==> config.mk <==
export PLATFORM = sky130hd
export DESIGN_NAME = telemetry_frame_serializer
export DESIGN_NICKNAME = d
export VERILOG_FILES = /design/src/tfs_pkg.sv /design/src/tfs_bcd_conv.sv /design/src/tfs_sequencer.sv /design/src/telemetry_frame_serializer.sv
export SDC_FILE = /design/constraint.sdc
export NUM_CORES = 1
export LEC_CHECK = 0
export ABC_AREA = 1
export ABC_CLOCK_PERIOD_IN_PS = 7400
export BUFFER_PORTS_ARGS = -buffer_cell sky130_fd_sc_hd__buf_2
export CAP_MARGIN = 20
export CORE_AREA = 2 2 192 194
export CTS_BUF_LIST = sky130_fd_sc_hd__clkbuf_16
export CTS_CLUSTER_SIZE = 20
export DETAILED_ROUTE_END_ITERATION = 16
export DIE_AREA = 0 0 194 196
export SLEW_MARGIN = 30
export SYNTH_ARGS = -nofsm -noshare
export SYNTH_HDL_FRONTEND = slang
export SYNTH_SLANG_ARGS = --single-unit
==> constraint.sdc <==
create_clock -name i_clk -period 7.4 [get_ports i_clk]
set_input_delay 0.74 -clock i_clk [delete_from_list [all_inputs] [get_ports i_clk]]
set_output_delay 0.74 -clock i_clk [all_outputs]
set_load 0.03 [all_outputs]
==> src/tfs_pkg.sv <==
package tfs_pkg;

    // Fixed field widths
    localparam int IN_W     = 32;
    localparam int DIGITS   = 10;                 // decimal digits of a 32-bit count
    localparam int BCD_W    = DIGITS * 4;
    localparam int DIG_IDX_W = $clog2(DIGITS);
    localparam int CNT_W    = $clog2(DIGITS + 1);
    localparam int BITS_W   = $clog2(IN_W + 1);
    localparam int STEP_W   = 5;
    localparam int LANES    = 3;

    // Frame constants
    localparam logic [7:0] SYNC0    = 8'hFF;
    localparam logic [7:0] SYNC1    = 8'hFE;
    localparam logic [7:0] COMMA    = 8'h2C;
    localparam logic [7:0] ZERO_B   = 8'h00;
    localparam logic [7:0] ASCII_0  = 8'h30;

    // Byte source for an emit step
    typedef enum logic [3:0] {
        SRC_LIT,
        SRC_MLEN_LO,
        SRC_LEN_CHK,
        SRC_TOPIC_LO,
        SRC_TOPIC_HI,
        SRC_SLEN_LO,
        SRC_DIGIT,
        SRC_MSG_CHK
    } t_src;

    // Condition that keeps the sequencer on the current step
    typedef enum logic [1:0] {
        HOLD_NONE,
        HOLD_NO_REQ,
        HOLD_CONV,
        HOLD_DIGITS
    } t_hold;

    // One microcode word
    typedef struct packed {
        t_src              src;
        logic [7:0]        lit;
        logic [1:0]        lane;
        t_hold             hold;
        logic              take;
        logic              emit;
        logic              add_sum;
        logic              last;
        logic              load_dig;
        logic [STEP_W-1:0] nxt;
    } t_ctrl;

    // Status fed back to the sequencer
    typedef struct packed {
        logic in_valid;
        logic conv_busy;
        logic dig_more;
        logic out_free;
    } t_stat;

    typedef logic [BCD_W-1:0] t_bcd;
    typedef logic [CNT_W-1:0] t_cnt;

endpackage

==> src/tfs_bcd_conv.sv <==
module tfs_bcd_conv #(
    parameter int VALUE_BITS = 32
) (
    input  logic                       i_clk,
    input  logic                       i_rst_n,
    input  logic                       i_start,
    input  logic [tfs_pkg::IN_W-1:0]   i_val [tfs_pkg::LANES],
    output logic                       o_busy,
    output tfs_pkg::t_bcd              o_bcd [tfs_pkg::LANES],
    output tfs_pkg::t_cnt              o_cnt [tfs_pkg::LANES]
);

    localparam int VB_EFF = (VALUE_BITS > tfs_pkg::IN_W) ? tfs_pkg::IN_W : VALUE_BITS;
    localparam int SHIFT  = tfs_pkg::IN_W - VB_EFF;

    logic [tfs_pkg::BITS_W-1:0] r_bits;
    logic [tfs_pkg::IN_W-1:0]   r_bin [tfs_pkg::LANES];
    tfs_pkg::t_bcd              r_bcd [tfs_pkg::LANES];
    tfs_pkg::t_bcd              adj   [tfs_pkg::LANES];

    assign o_busy = (r_bits != '0);

    // Shift-count: one input bit per cycle
    always_ff @(posedge i_clk) begin
        if (!i_rst_n) begin
            r_bits <= '0;
        end else if (i_start) begin
            r_bits <= tfs_pkg::BITS_W'(VB_EFF);
        end else if (o_busy) begin
            r_bits <= r_bits - 1'b1;
        end
    end

    for (genvar l = 0; l < tfs_pkg::LANES; l++) begin : g_lane
        // Add 3 to every digit of 5 or more before the shift
        always_comb begin
            for (int d = 0; d < tfs_pkg::DIGITS; d++) begin
                if (r_bcd[l][d*4 +: 4] >= 4'd5) begin
                    adj[l][d*4 +: 4] = r_bcd[l][d*4 +: 4] + 4'd3;
                end else begin
                    adj[l][d*4 +: 4] = r_bcd[l][d*4 +: 4];
                end
            end
        end

        // Binary in at the bottom of the BCD word, top bit first
        always_ff @(posedge i_clk) begin
            if (i_start) begin
                r_bin[l] <= i_val[l] << SHIFT;
                r_bcd[l] <= '0;
            end else if (o_busy) begin
                r_bin[l] <= {r_bin[l][tfs_pkg::IN_W-2:0], 1'b0};
                r_bcd[l] <= {adj[l][tfs_pkg::BCD_W-2:0], r_bin[l][tfs_pkg::IN_W-1]};
            end
        end

        // Digit count: position of the top nonzero digit, at least one
        always_comb begin
            o_cnt[l] = tfs_pkg::CNT_W'(1);
            for (int d = 0; d < tfs_pkg::DIGITS; d++) begin
                if (r_bcd[l][d*4 +: 4] != 4'd0) begin
                    o_cnt[l] = tfs_pkg::CNT_W'(d + 1);
                end
            end
        end

        assign o_bcd[l] = r_bcd[l];
    end

endmodule

==> src/tfs_sequencer.sv <==
module tfs_sequencer (
    input  logic            i_clk,
    input  logic            i_rst_n,
    input  tfs_pkg::t_stat  i_stat,
    output tfs_pkg::t_ctrl  o_ctrl,
    output logic            o_fire
);

    logic [tfs_pkg::STEP_W-1:0] r_step;
    logic [tfs_pkg::STEP_W-1:0] n_step;
    logic                       hold;

    // Microcode ROM: one word per step
    function automatic tfs_pkg::t_ctrl rom(input logic [tfs_pkg::STEP_W-1:0] s);
        tfs_pkg::t_ctrl w;
        w = '{src: tfs_pkg::SRC_LIT, lit: tfs_pkg::ZERO_B, lane: 2'd0,
              hold: tfs_pkg::HOLD_NONE, take: 1'b0, emit: 1'b1, add_sum: 1'b0,
              last: 1'b0, load_dig: 1'b0, nxt: s + 1'b1};
        unique case (s)
            5'd0: begin  // wait for a request
                w.emit = 1'b0; w.take = 1'b1; w.hold = tfs_pkg::HOLD_NO_REQ;
            end
            5'd1: begin  // binary to BCD
                w.emit = 1'b0; w.hold = tfs_pkg::HOLD_CONV;
            end
            5'd2:  w.lit = tfs_pkg::SYNC0;
            5'd3:  w.lit = tfs_pkg::SYNC1;
            5'd4:  w.src = tfs_pkg::SRC_MLEN_LO;
            5'd5:  w.lit = tfs_pkg::ZERO_B;          // message length high byte
            5'd6:  w.src = tfs_pkg::SRC_LEN_CHK;
            5'd7: begin
                w.src = tfs_pkg::SRC_TOPIC_LO; w.add_sum = 1'b1;
            end
            5'd8: begin
                w.src = tfs_pkg::SRC_TOPIC_HI; w.add_sum = 1'b1;
            end
            5'd9: begin
                w.src = tfs_pkg::SRC_SLEN_LO; w.add_sum = 1'b1;
            end
            5'd10, 5'd11: w.add_sum = 1'b1;          // string length upper bytes
            5'd12: begin
                w.add_sum = 1'b1; w.load_dig = 1'b1; w.lane = 2'd0;
            end
            5'd13: begin
                w.src = tfs_pkg::SRC_DIGIT; w.add_sum = 1'b1; w.lane = 2'd0;
                w.hold = tfs_pkg::HOLD_DIGITS;
            end
            5'd14: begin
                w.lit = tfs_pkg::COMMA; w.add_sum = 1'b1; w.load_dig = 1'b1;
                w.lane = 2'd1;
            end
            5'd15: begin
                w.src = tfs_pkg::SRC_DIGIT; w.add_sum = 1'b1; w.lane = 2'd1;
                w.hold = tfs_pkg::HOLD_DIGITS;
            end
            5'd16: begin
                w.lit = tfs_pkg::COMMA; w.add_sum = 1'b1; w.load_dig = 1'b1;
                w.lane = 2'd2;
            end
            5'd17: begin
                w.src = tfs_pkg::SRC_DIGIT; w.add_sum = 1'b1; w.lane = 2'd2;
                w.hold = tfs_pkg::HOLD_DIGITS;
            end
            5'd18: begin
                w.src = tfs_pkg::SRC_MSG_CHK; w.last = 1'b1; w.nxt = '0;
            end
            default: begin
                w.emit = 1'b0; w.nxt = '0;
            end
        endcase
        return w;
    endfunction

    assign o_ctrl = rom(r_step);

    // A step with a byte waits for a free output register
    assign o_fire = !o_ctrl.emit || i_stat.out_free;

    // Stay conditions
    always_comb begin
        unique case (o_ctrl.hold)
            tfs_pkg::HOLD_NONE:   hold = 1'b0;
            tfs_pkg::HOLD_NO_REQ: hold = !i_stat.in_valid;
            tfs_pkg::HOLD_CONV:   hold = i_stat.conv_busy;
            tfs_pkg::HOLD_DIGITS: hold = i_stat.dig_more;
            default:              hold = 1'b0;
        endcase
    end

    // Step counter
    always_comb begin
        n_step = r_step;
        if (o_fire && !hold) begin
            n_step = o_ctrl.nxt;
        end
    end

    always_ff @(posedge i_clk) begin
        if (!i_rst_n) begin
            r_step <= '0;
        end else begin
            r_step <= n_step;
        end
    end

endmodule

==> src/telemetry_frame_serializer.sv <==
// Telemetry frame serializer: each accepted request of three unsigned counts
// (left, right, time) produces one frame, one byte per output transfer:
// sync FF FE, 16-bit message length, length checksum, 16-bit topic id, 32-bit
// string length, "L,R,T" in decimal ASCII and a closing checksum, with
// o_last_byte set on that final byte. All multi-byte fields are little-endian.
// A frame is 14 bytes plus the digit count (17 to 44 bytes for 32-bit counts).
// One request is accepted, then converted over VALUE_BITS (at most 32) bits in
// the bit-serial binary-to-BCD converter, then sent byte by byte, stalling
// while the sink is not ready. The next request is taken once the final byte
// is in the output register. Write topic_id through i_cfg_we / i_cfg_data only
// between frames; it resets to 0.
module telemetry_frame_serializer #(
    parameter int VALUE_BITS = 32
) (
    input  logic        i_clk,
    input  logic        i_rst_n,
    input  logic        i_cfg_we,
    input  logic [15:0] i_cfg_data,
    input  logic        i_in_valid,
    output logic        o_in_ready,
    input  logic [31:0] i_left_count,
    input  logic [31:0] i_right_count,
    input  logic [31:0] i_time_stamp,
    output logic        o_out_valid,
    input  logic        i_out_ready,
    output logic [7:0]  o_out_byte,
    output logic        o_last_byte
);

    tfs_pkg::t_ctrl ctrl;
    tfs_pkg::t_stat stat;
    logic           fire;
    logic           accept;
    logic           conv_busy;

    logic [tfs_pkg::IN_W-1:0] vals [tfs_pkg::LANES];
    tfs_pkg::t_bcd            bcd  [tfs_pkg::LANES];
    tfs_pkg::t_cnt            cnt  [tfs_pkg::LANES];

    logic [15:0]                   r_topic;
    logic [7:0]                    r_sum;
    logic [tfs_pkg::DIG_IDX_W-1:0] r_dig_idx;
    logic                          r_out_valid;
    logic [7:0]                    r_out_byte;
    logic                          r_out_last;

    logic [5:0]                    str_len;
    logic [7:0]                    mlen_lo;
    logic [7:0]                    byte_val;
    tfs_pkg::t_bcd                 lane_bcd;
    tfs_pkg::t_cnt                 lane_cnt;

    assign vals[0] = i_left_count;
    assign vals[1] = i_right_count;
    assign vals[2] = i_time_stamp;

    assign o_in_ready = ctrl.take;
    assign accept     = i_in_valid && ctrl.take;

    tfs_bcd_conv #(
        .VALUE_BITS(VALUE_BITS)
    ) u_conv (
        .i_clk  (i_clk),
        .i_rst_n(i_rst_n),
        .i_start(accept),
        .i_val  (vals),
        .o_busy (conv_busy),
        .o_bcd  (bcd),
        .o_cnt  (cnt)
    );

    assign stat.in_valid  = i_in_valid;
    assign stat.conv_busy = conv_busy;
    assign stat.dig_more  = (r_dig_idx != '0);
    assign stat.out_free  = !r_out_valid || i_out_ready;

    tfs_sequencer u_seq (
        .i_clk  (i_clk),
        .i_rst_n(i_rst_n),
        .i_stat (stat),
        .o_ctrl (ctrl),
        .o_fire (fire)
    );

    // Topic register
    always_ff @(posedge i_clk) begin
        if (!i_rst_n) begin
            r_topic <= '0;
        end else if (i_cfg_we) begin
            r_topic <= i_cfg_data;
        end
    end

    // Lengths: digits plus two commas; message adds four
    assign str_len = {2'b00, cnt[0]} + {2'b00, cnt[1]} + {2'b00, cnt[2]} + 6'd2;
    assign mlen_lo = {2'b00, str_len} + 8'd4;

    assign lane_bcd = bcd[ctrl.lane];
    assign lane_cnt = cnt[ctrl.lane];

    // Byte mux
    always_comb begin
        case (ctrl.src)
            tfs_pkg::SRC_LIT:      byte_val = ctrl.lit;
            tfs_pkg::SRC_MLEN_LO:  byte_val = mlen_lo;
            tfs_pkg::SRC_LEN_CHK:  byte_val = ~mlen_lo;     // high byte is zero
            tfs_pkg::SRC_TOPIC_LO: byte_val = r_topic[7:0];
            tfs_pkg::SRC_TOPIC_HI: byte_val = r_topic[15:8];
            tfs_pkg::SRC_SLEN_LO:  byte_val = {2'b00, str_len};
            tfs_pkg::SRC_DIGIT:
                byte_val = tfs_pkg::ASCII_0 | {4'd0, lane_bcd[r_dig_idx*4 +: 4]};
            tfs_pkg::SRC_MSG_CHK:  byte_val = ~r_sum;
            default:               byte_val = ctrl.lit;
        endcase
    end

    // Digit pointer: top digit first, counts down to the units digit
    always_ff @(posedge i_clk) begin
        if (fire && ctrl.emit) begin
            if (ctrl.load_dig) begin
                r_dig_idx <= tfs_pkg::DIG_IDX_W'(lane_cnt - 1'b1);
            end else if (ctrl.src == tfs_pkg::SRC_DIGIT && r_dig_idx != '0) begin
                r_dig_idx <= r_dig_idx - 1'b1;
            end
        end
    end

    // Running message checksum
    always_ff @(posedge i_clk) begin
        if (accept) begin
            r_sum <= '0;
        end else if (fire && ctrl.emit && ctrl.add_sum) begin
            r_sum <= r_sum + byte_val;
        end
    end

    // Output register
    always_ff @(posedge i_clk) begin
        if (!i_rst_n) begin
            r_out_valid <= 1'b0;
        end else if (fire && ctrl.emit) begin
            r_out_valid <= 1'b1;
        end else if (i_out_ready) begin
            r_out_valid <= 1'b0;
        end
    end

    always_ff @(posedge i_clk) begin
        if (fire && ctrl.emit) begin
            r_out_byte <= byte_val;
            r_out_last <= ctrl.last;
        end
    end

    assign o_out_valid = r_out_valid;
    assign o_out_byte  = r_out_byte;
    assign o_last_byte = r_out_last;

endmodule
==> results.ini, run 1 <==
[place]
gp_routability_congestion = 0.872
hpwl_um = 25600
io_buffer_count = 127

[sta]
headroom_to_the_max_slew_limit_pct = 40.0
timing_max_transition_violations_final = 0
grt_setup_unrepaired = false
setup_total_negative_slack_ps = 0
layout_min_cycle_time_ps = 5110
fin_crit_sh_pct = 69.1
report.final.hold_viol_count = 0
max_slew.worst_pin.slew_ps = 900
max_freq_mhz = 196
final-setup-viol-count = 0
final.setup_skew_ps = 12.2

[cts]
cts_bufs_inserted = 31
clock_tree.htree_level_count = 1
tritoncts_clock_tree = done
cts_resized = 0
worst_skew_pair.late_latency_ps = 570
cts_hold_repair.buffers = 0
post-cts-setup-buffer-count = 0
clkSlewWorstSetupHoldPaths_ps = 60
bufs_on_longest_clock_path = 3
clock-root-buffer = clkbuf_16
clock-sinks = 265

[detailed_routing]
detailedRoute.firstIterationViolations = 763
remaining_drc_errors = 0
wl_um = 37100
drt_pre_antenna_iters = 5
vias = 13132
via_per_inst = 5.18
antenna_violating_nets_post_route = 0
routed_wire_length_per_instance_um = 14.7

[critical_path]
timing.critical_path.mode_cell = nor2_1
worstSetupPathType = reg2reg
worstPathRequired_ps = 7900
timing.critical_path.slowest_cell_delay_ps = 430
cp_data_arrival_time_ps = 5610
worstPathMaxFanout = 4
cp-start-kind = flip-flop
critPathCaptureType = flip-flop
timing.critical_path.slowest_stage_cell = edfxtp_1

[floorplan]
core_area_um2 = 36100
die_span_x_um = 194
die_height_um = 196
initial_utilization_pct = 44.4
ioPinCount = 128
design.die.area_um2 = 38000
row_count = 70

[power_and_ir_drop]
switching_share_pct = 42.7
sequentialPowerShare_pct = 37.3
power.share.combinational_pct = 45.3
power.clock.fraction_pct = 17.4
design_power_total_mw = 8.02
switching_power_mw = 3.42
max-vdd-ir-drop_mv = 0.354
cell_internal_pwr_mw = 4.60
power.density_nw_per_um2 = 445
power.leakage_nw = 8.14

[global_routing]
vias_in_the_first_global_route = 12593
maximum_number_of_pins_on_one_net_before_global_route_repair = 104
grt_pass1_wl_um = 62000
grt_overflow_total = 0
number_of_antenna_violations_at_the_first_check_in_global_routing = 1
grt_use_total_pct = 19.5

[synthesis]
synth_largest_type_area_fraction_pct = 42.8
syn-num-nets = 2138
ys.warnings.count = 0
synth.largest_area_cell = edfxtp_1
mappedNetlistArea_um2 = 16000
synth.lib_cells_used.distinct = 42
post_synth_inst_count = 1937
post_synth.cell_area_avg_um2 = 8.27
ys_seq_elements = 265
synth_seq_area_share_pct = 47.4
cells_taking_the_most_area_after_synthesis = edfxtp_1 43%, nand2_1 12%, ha_1 6.2%

[worst_hold_path]
holdCritPathClass = in2reg

[cells_and_area]
fill_cells = 3482
seqCellArea_um2 = 7590
final_common_cell = nand2_1
finish.utilization_pct = 49.9
layout_common_cells = 521 x nand2_1, 235 x inv_1, 228 x edfxtp_1
final_layout_size_suffix_gt1_share_pct = 11.9
layout-area-overhead-vs-synth_pct = 12.5
n_antenna_cell = 0
finish.net_count = 2245
multi_input_combinational_cell_area_um2 = 7250

[flow_run]
cap_viol_max_count = 0

[run_status]
status = complete, no violations

Yosys cell counts (all sizes together):
master	number
a211oi	33
a21boi	1
a21oi	158
a22o	30
a31oi	5
and2	3
buf	26
clkbuf	35
clkinv	5
dfxtp	37
edfxtp	228
fa	5
ha	79
inv	243
nand2	532
nand3	52
nand3b	2
nand4	4
nor2	182
nor3	10
nor3b	8
nor4b	1
o2111ai	2
o211ai	21
o21a	4
o21ai	140
o221ai	1
o22ai	5
o31ai	12
or2	36
xnor2	11
xor2	26
logic make-up after synthesis:
logic type	share of synthesized area, %
AND/OR/NAND/NOR	21.5
AO/OA/AOI/OAI	14.9
buffers and inverters	7.47
flip-flops	47.4
adder cells (fa/ha/maj)	6.80
XOR/XNOR	2.02
cell type report:
cell class	count	area share, %
clock buffer	32	4.45
clock inverter	24	0.639
inverter	248	5.17
multi-input combinational	1363	40.3
sequential	265	42.1
tap	468	3.25
timing repair buffer	135	4.09
final timing paths:
kind,startpoint,endpoint,cells after the start,slack (ps)
setup / recovery,u_conv.r_bcd[1][32],r_sum[7],28,2290
hold / removal,i_time_stamp[0],u_conv.r_bin[2][0],3,370
setup reg to reg,u_conv.r_bcd[1][32],r_sum[7],28,2290
hold reg to reg,u_conv.r_bits[0],u_conv.r_bits[0],2,470
state kept, by name, indices dropped and copies added, names as in the netlist:
register,count
r_sum,8
o_out_valid,1
u_conv.r_bin,96
u_seq.r_step,5
u_conv.r_bcd,120
r_topic,16
o_out_byte,8
o_last_byte,1
u_conv.r_bits,6
r_dig_idx,4
worst max-delay path, delay by kind of cell (launching register included):
family                   cells  cell delay, ps
AND/OR/NAND/NOR             14            1650
adder cells (fa/ha/maj)      5            1530
AO/OA/AOI/OAI                5             970
flip-flops                   1             430
buffers and inverters        3             280
XOR/XNOR                     1             180
layer usage:
| metal | track usage, % | vias to the layer above | part of all wire, % |
|---|---|---|---|
| met5 | 0 | - | 0.030 |
| met4 | 4.66 | 2 | 1.8 |
| met3 | 3.03 | 52 | 5.3 |
| met2 | 30.7 | 307 | 44 |
| met1 | 28.2 | 6097 | 49 |
| li1 | - | 6674 | - |
through the flow:
stage	area, um2	hold WS, ps	instances	setup slack, ps
3_5_place_dp	17100	461	2479	2390
3_3_place_gp	17100	448	2478	2610
5_1_grt	18000	388	2535	1650
4_1_cts	18000	350	2535	2350
2_1_floorplan	16000	430	1937	1050
6_report	18000	372	2535	2290
power by group through the flow:
stage | Sequential, mW | Clock (mW) | Combinational (mW)
after detailed placement | 3.01 | 0 | 3.65
after floorplan | 3.10 | 0 | 2.74
after global routing | 3.07 | 1.49 | 4.21
after global placement | 3.01 | 0 | 3.55
after CTS | 2.99 | 1.43 | 3.67
final | 2.99 | 1.40 | 3.63
Power figures use the tool's default switching activity.
==> inputs of run 2 (changes only) <==
--- a/config.mk
+++ b/config.mk
@@ -6,7 +6,7 @@
 export NUM_CORES = 1
 export LEC_CHECK = 0
 export ABC_AREA = 1
-export ABC_CLOCK_PERIOD_IN_PS = 7400
+export ABC_CLOCK_PERIOD_IN_PS = 4810
 export BUFFER_PORTS_ARGS = -buffer_cell sky130_fd_sc_hd__buf_2
 export CAP_MARGIN = 20
 export CORE_AREA = 2 2 192 194
==> constraint.sdc (replaced) <==
create_clock -name i_clk -period 4.81 [get_ports i_clk]
set_input_delay 0.481 -clock i_clk [delete_from_list [all_inputs] [get_ports i_clk]]
set_output_delay 0.481 -clock i_clk [all_outputs]
set_load 0.03 [all_outputs]
==> run 2 against run 1 <==
- global-route usage down 0.50 points
- sequential share of layout area shrank 1.5 points
- flip-flop and latch count is the same
- setup slack got worse by 2100 ps
- fmax rose by 12%
- combinational power is 69% higher
- design area rose by 3.6%
- hold slack worse by 280 ps
- die area stayed put
- cell count grew 2.2%
- register-to-register slack got worse by 2100 ps
- via count is 0.34% higher
- critical endpoint unchanged
- largest power group unchanged
==> results.ini, run 2 (same netlist as run 1, synthesis figures left out) <==
[sta]
fin_crit_sh_pct = 95.1  ; +26 points
headroom_to_the_max_slew_limit_pct = 45.2  ; +5.2 points
layout_min_cycle_time_ps = 4570  ; -538 ps
max_freq_mhz = 219  ; +12%
timing_max_transition_violations_final = 0  ; unchanged
max_slew.worst_pin.slew_ps = 822  ; -77.8 ps
holdWs_ps = 95.0  ; -277 ps
report.final.hold_viol_count = 0  ; unchanged
final-setup-viol-count = 0  ; unchanged
final.setup_skew_ps = 10.1  ; -2.08 ps
final_critical_path_setup_slack_ps = 238  ; -2050 ps

[detailed_routing]
vias = 13176  ; +0.34%
detailedRoute.firstIterationViolations = 791  ; +3.7%
drt_pre_antenna_iters = 5  ; unchanged
routed_wire_length_per_instance_um = 14.2  ; -3.0%
antenna_violating_nets_post_route = 0  ; unchanged
wl_um = 36800  ; -0.86%
remaining_drc_errors = 0  ; unchanged
via_per_inst = 5.09  ; -1.8%

[power_and_ir_drop]
max-vdd-ir-drop_mv = 0.798  ; +130%
power.leakage_nw = 8.45  ; +3.8%
design_power_total_mw = 12.9  ; +61%
power.density_nw_per_um2 = 694  ; +56%

[cts]
tritoncts_clock_tree = done
cts_bufs_inserted = 31  ; unchanged
clock-sinks = 265  ; unchanged
cts_hold_repair.buffers = 0  ; unchanged
clock-root-buffer = clkbuf_16
bufs_on_longest_clock_path = 3  ; unchanged
clkSlewWorstSetupHoldPaths_ps = 60  ; about the same
worst_skew_pair.late_latency_ps = 590  ; +20 ps
clock_tree.htree_level_count = 1  ; unchanged

[critical_path]
worstPathRequired_ps = 5330  ; -2570 ps
timing.critical_path.slowest_cell_delay_ps = 450  ; +20 ps
timing.critical_path.slowest_stage_cell = fa_1
worstPathMaxFanout = 4  ; unchanged
worstSetupPathType = reg2reg
cp_data_arrival_time_ps = 5090  ; -520 ps
critPathCaptureType = flip-flop
cp-start-kind = flip-flop
timing.critical_path.mode_cell = nand2_1

[global_routing]
grt_use_total_pct = 19.0  ; -0.50 points
grt_overflow_total = 0  ; unchanged
maximum_number_of_pins_on_one_net_before_global_route_repair = 181  ; +74%
grt_pass1_wl_um = 60500  ; -2.4%
number_of_antenna_violations_at_the_first_check_in_global_routing = 0  ; -1
vias_in_the_first_global_route = 12482  ; -0.88%

[cells_and_area]
largestRegisters = u_conv.r_bcd x120, u_conv.r_bin x96, r_topic x16
largest_register = u_conv.r_bcd
layout_common_cells = 512 x nand2_1, 228 x edfxtp_1, 227 x inv_1
fin_area_um2 = 18700  ; +3.6%
fill_cells = 3462  ; -0.57%
largest_register_ffs = 120  ; unchanged
finish.utilization_pct = 51.7  ; +1.8 points
layout-area-overhead-vs-synth_pct = 16.6
multi_input_combinational_cell_area_um2 = 7440  ; +2.5%
final_common_cell = nand2_1
finish.net_count = 2300  ; +2.4%
seqCellArea_um2 = 7590  ; unchanged
final_layout_size_suffix_gt1_share_pct = 17.0  ; +5.1 points
n_antenna_cell = 0  ; unchanged

[floorplan]
initial_utilization_pct = 44.4  ; unchanged
core_area_um2 = 36100  ; unchanged
ioPinCount = 128  ; unchanged
design.die.area_um2 = 38000  ; unchanged
die_height_um = 196  ; unchanged
row_count = 70  ; unchanged
die_span_x_um = 194  ; unchanged

[run_status]
status = complete, no violations

[place]
io_buffer_count = 127  ; unchanged
placed_area_um2 = 17400  ; +1.6%
gp_routability_congestion = 0.891  ; +2.2%
dp_slack_ps = -15.7  ; -2410 ps
hpwl_um = 25900  ; +1.2%

[flow_run]
cap_viol_max_count = 0  ; unchanged

[worst_hold_path]
holdCritPathClass = in2reg

==> run 2: cell types whose count changed in the layout (fill, tap and decap cells not counted), moves of 9 or more <==
cell	previous run	this run
nor2_1	172	159
nand2_2	8	17
nand2_1	521	512
buf_4	4	61
inv_2	11	21
nor2_2	5	16
ha_1	79	69
==> run 2: worst max-delay path, delay by kind of cell, from the launching register on <==
| family | cells | cell delay (ps) |
|---|---|---|
| AND/OR/NAND/NOR | 17 | 1550 |
| adder cells (fa/ha/maj) | 5 | 1540 |
| AO/OA/AOI/OAI | 4 | 530 |
| flip-flops | 1 | 420 |
| buffers and inverters | 4 | 290 |
| XOR/XNOR | 1 | 180 |
==> run 2: routing by layer <==
layer	part of all wire [%]	up-vias	GRT usage, %
met1	48	6053	26.9
met5	0	-	0
met4	2.1	0	4.35
met3	5.6	54	3.63
met2	44	280	30.1
li1	-	6789	-
==> run 2: through the flow <==
stage / TNS [ps] / cells
4_1_cts: 0 / 2573
5_1_grt: -52.6 / 2591
3_5_place_dp: -15.7 / 2516
3_3_place_gp: 0 / 2516
2_1_floorplan: 0 / 1937
6_report: 0 / 2591
==> run 2: final cells by class <==
type	count	area share [%]
clock buffers	32	4.29
clock inverters	25	1.01
inverters	248	4.99
multi-input cells	1363	39.9
flip-flops and latches	265	40.7
well taps	468	3.14
repair buffers	190	6.07
==> run 2: where the power goes <==
group | switching, mW | internal (mW)
combinational | 3.96 | 2.16
clock | 0.972 | 1.31
sequential | 0.490 | 4.06
total | 5.42 | 7.53
==> run 2: final timing paths <==
check | startpoint | end | slack, ps | cells after the start
worst max-delay path | u_conv.r_bcd[1][32] | r_sum[7] | 240 | 31
worst min-delay path | i_time_stamp[0] | u_conv.r_bin[2][0] | 100 | 3
worst max register to register | u_conv.r_bcd[1][32] | r_sum[7] | 240 | 31
worst min register to register | u_conv.r_bin[2][0] | u_conv.r_bin[2][0] | 470 | 2
==> run 2: timing repair <==
action                                  4_1_cts  5_1_grt
buffers inserted                              0       18
pin swaps                                     0       15
gates resized for setup                       1       60
gates cloned                                  0        0
endpoints found under the setup margin        1        4
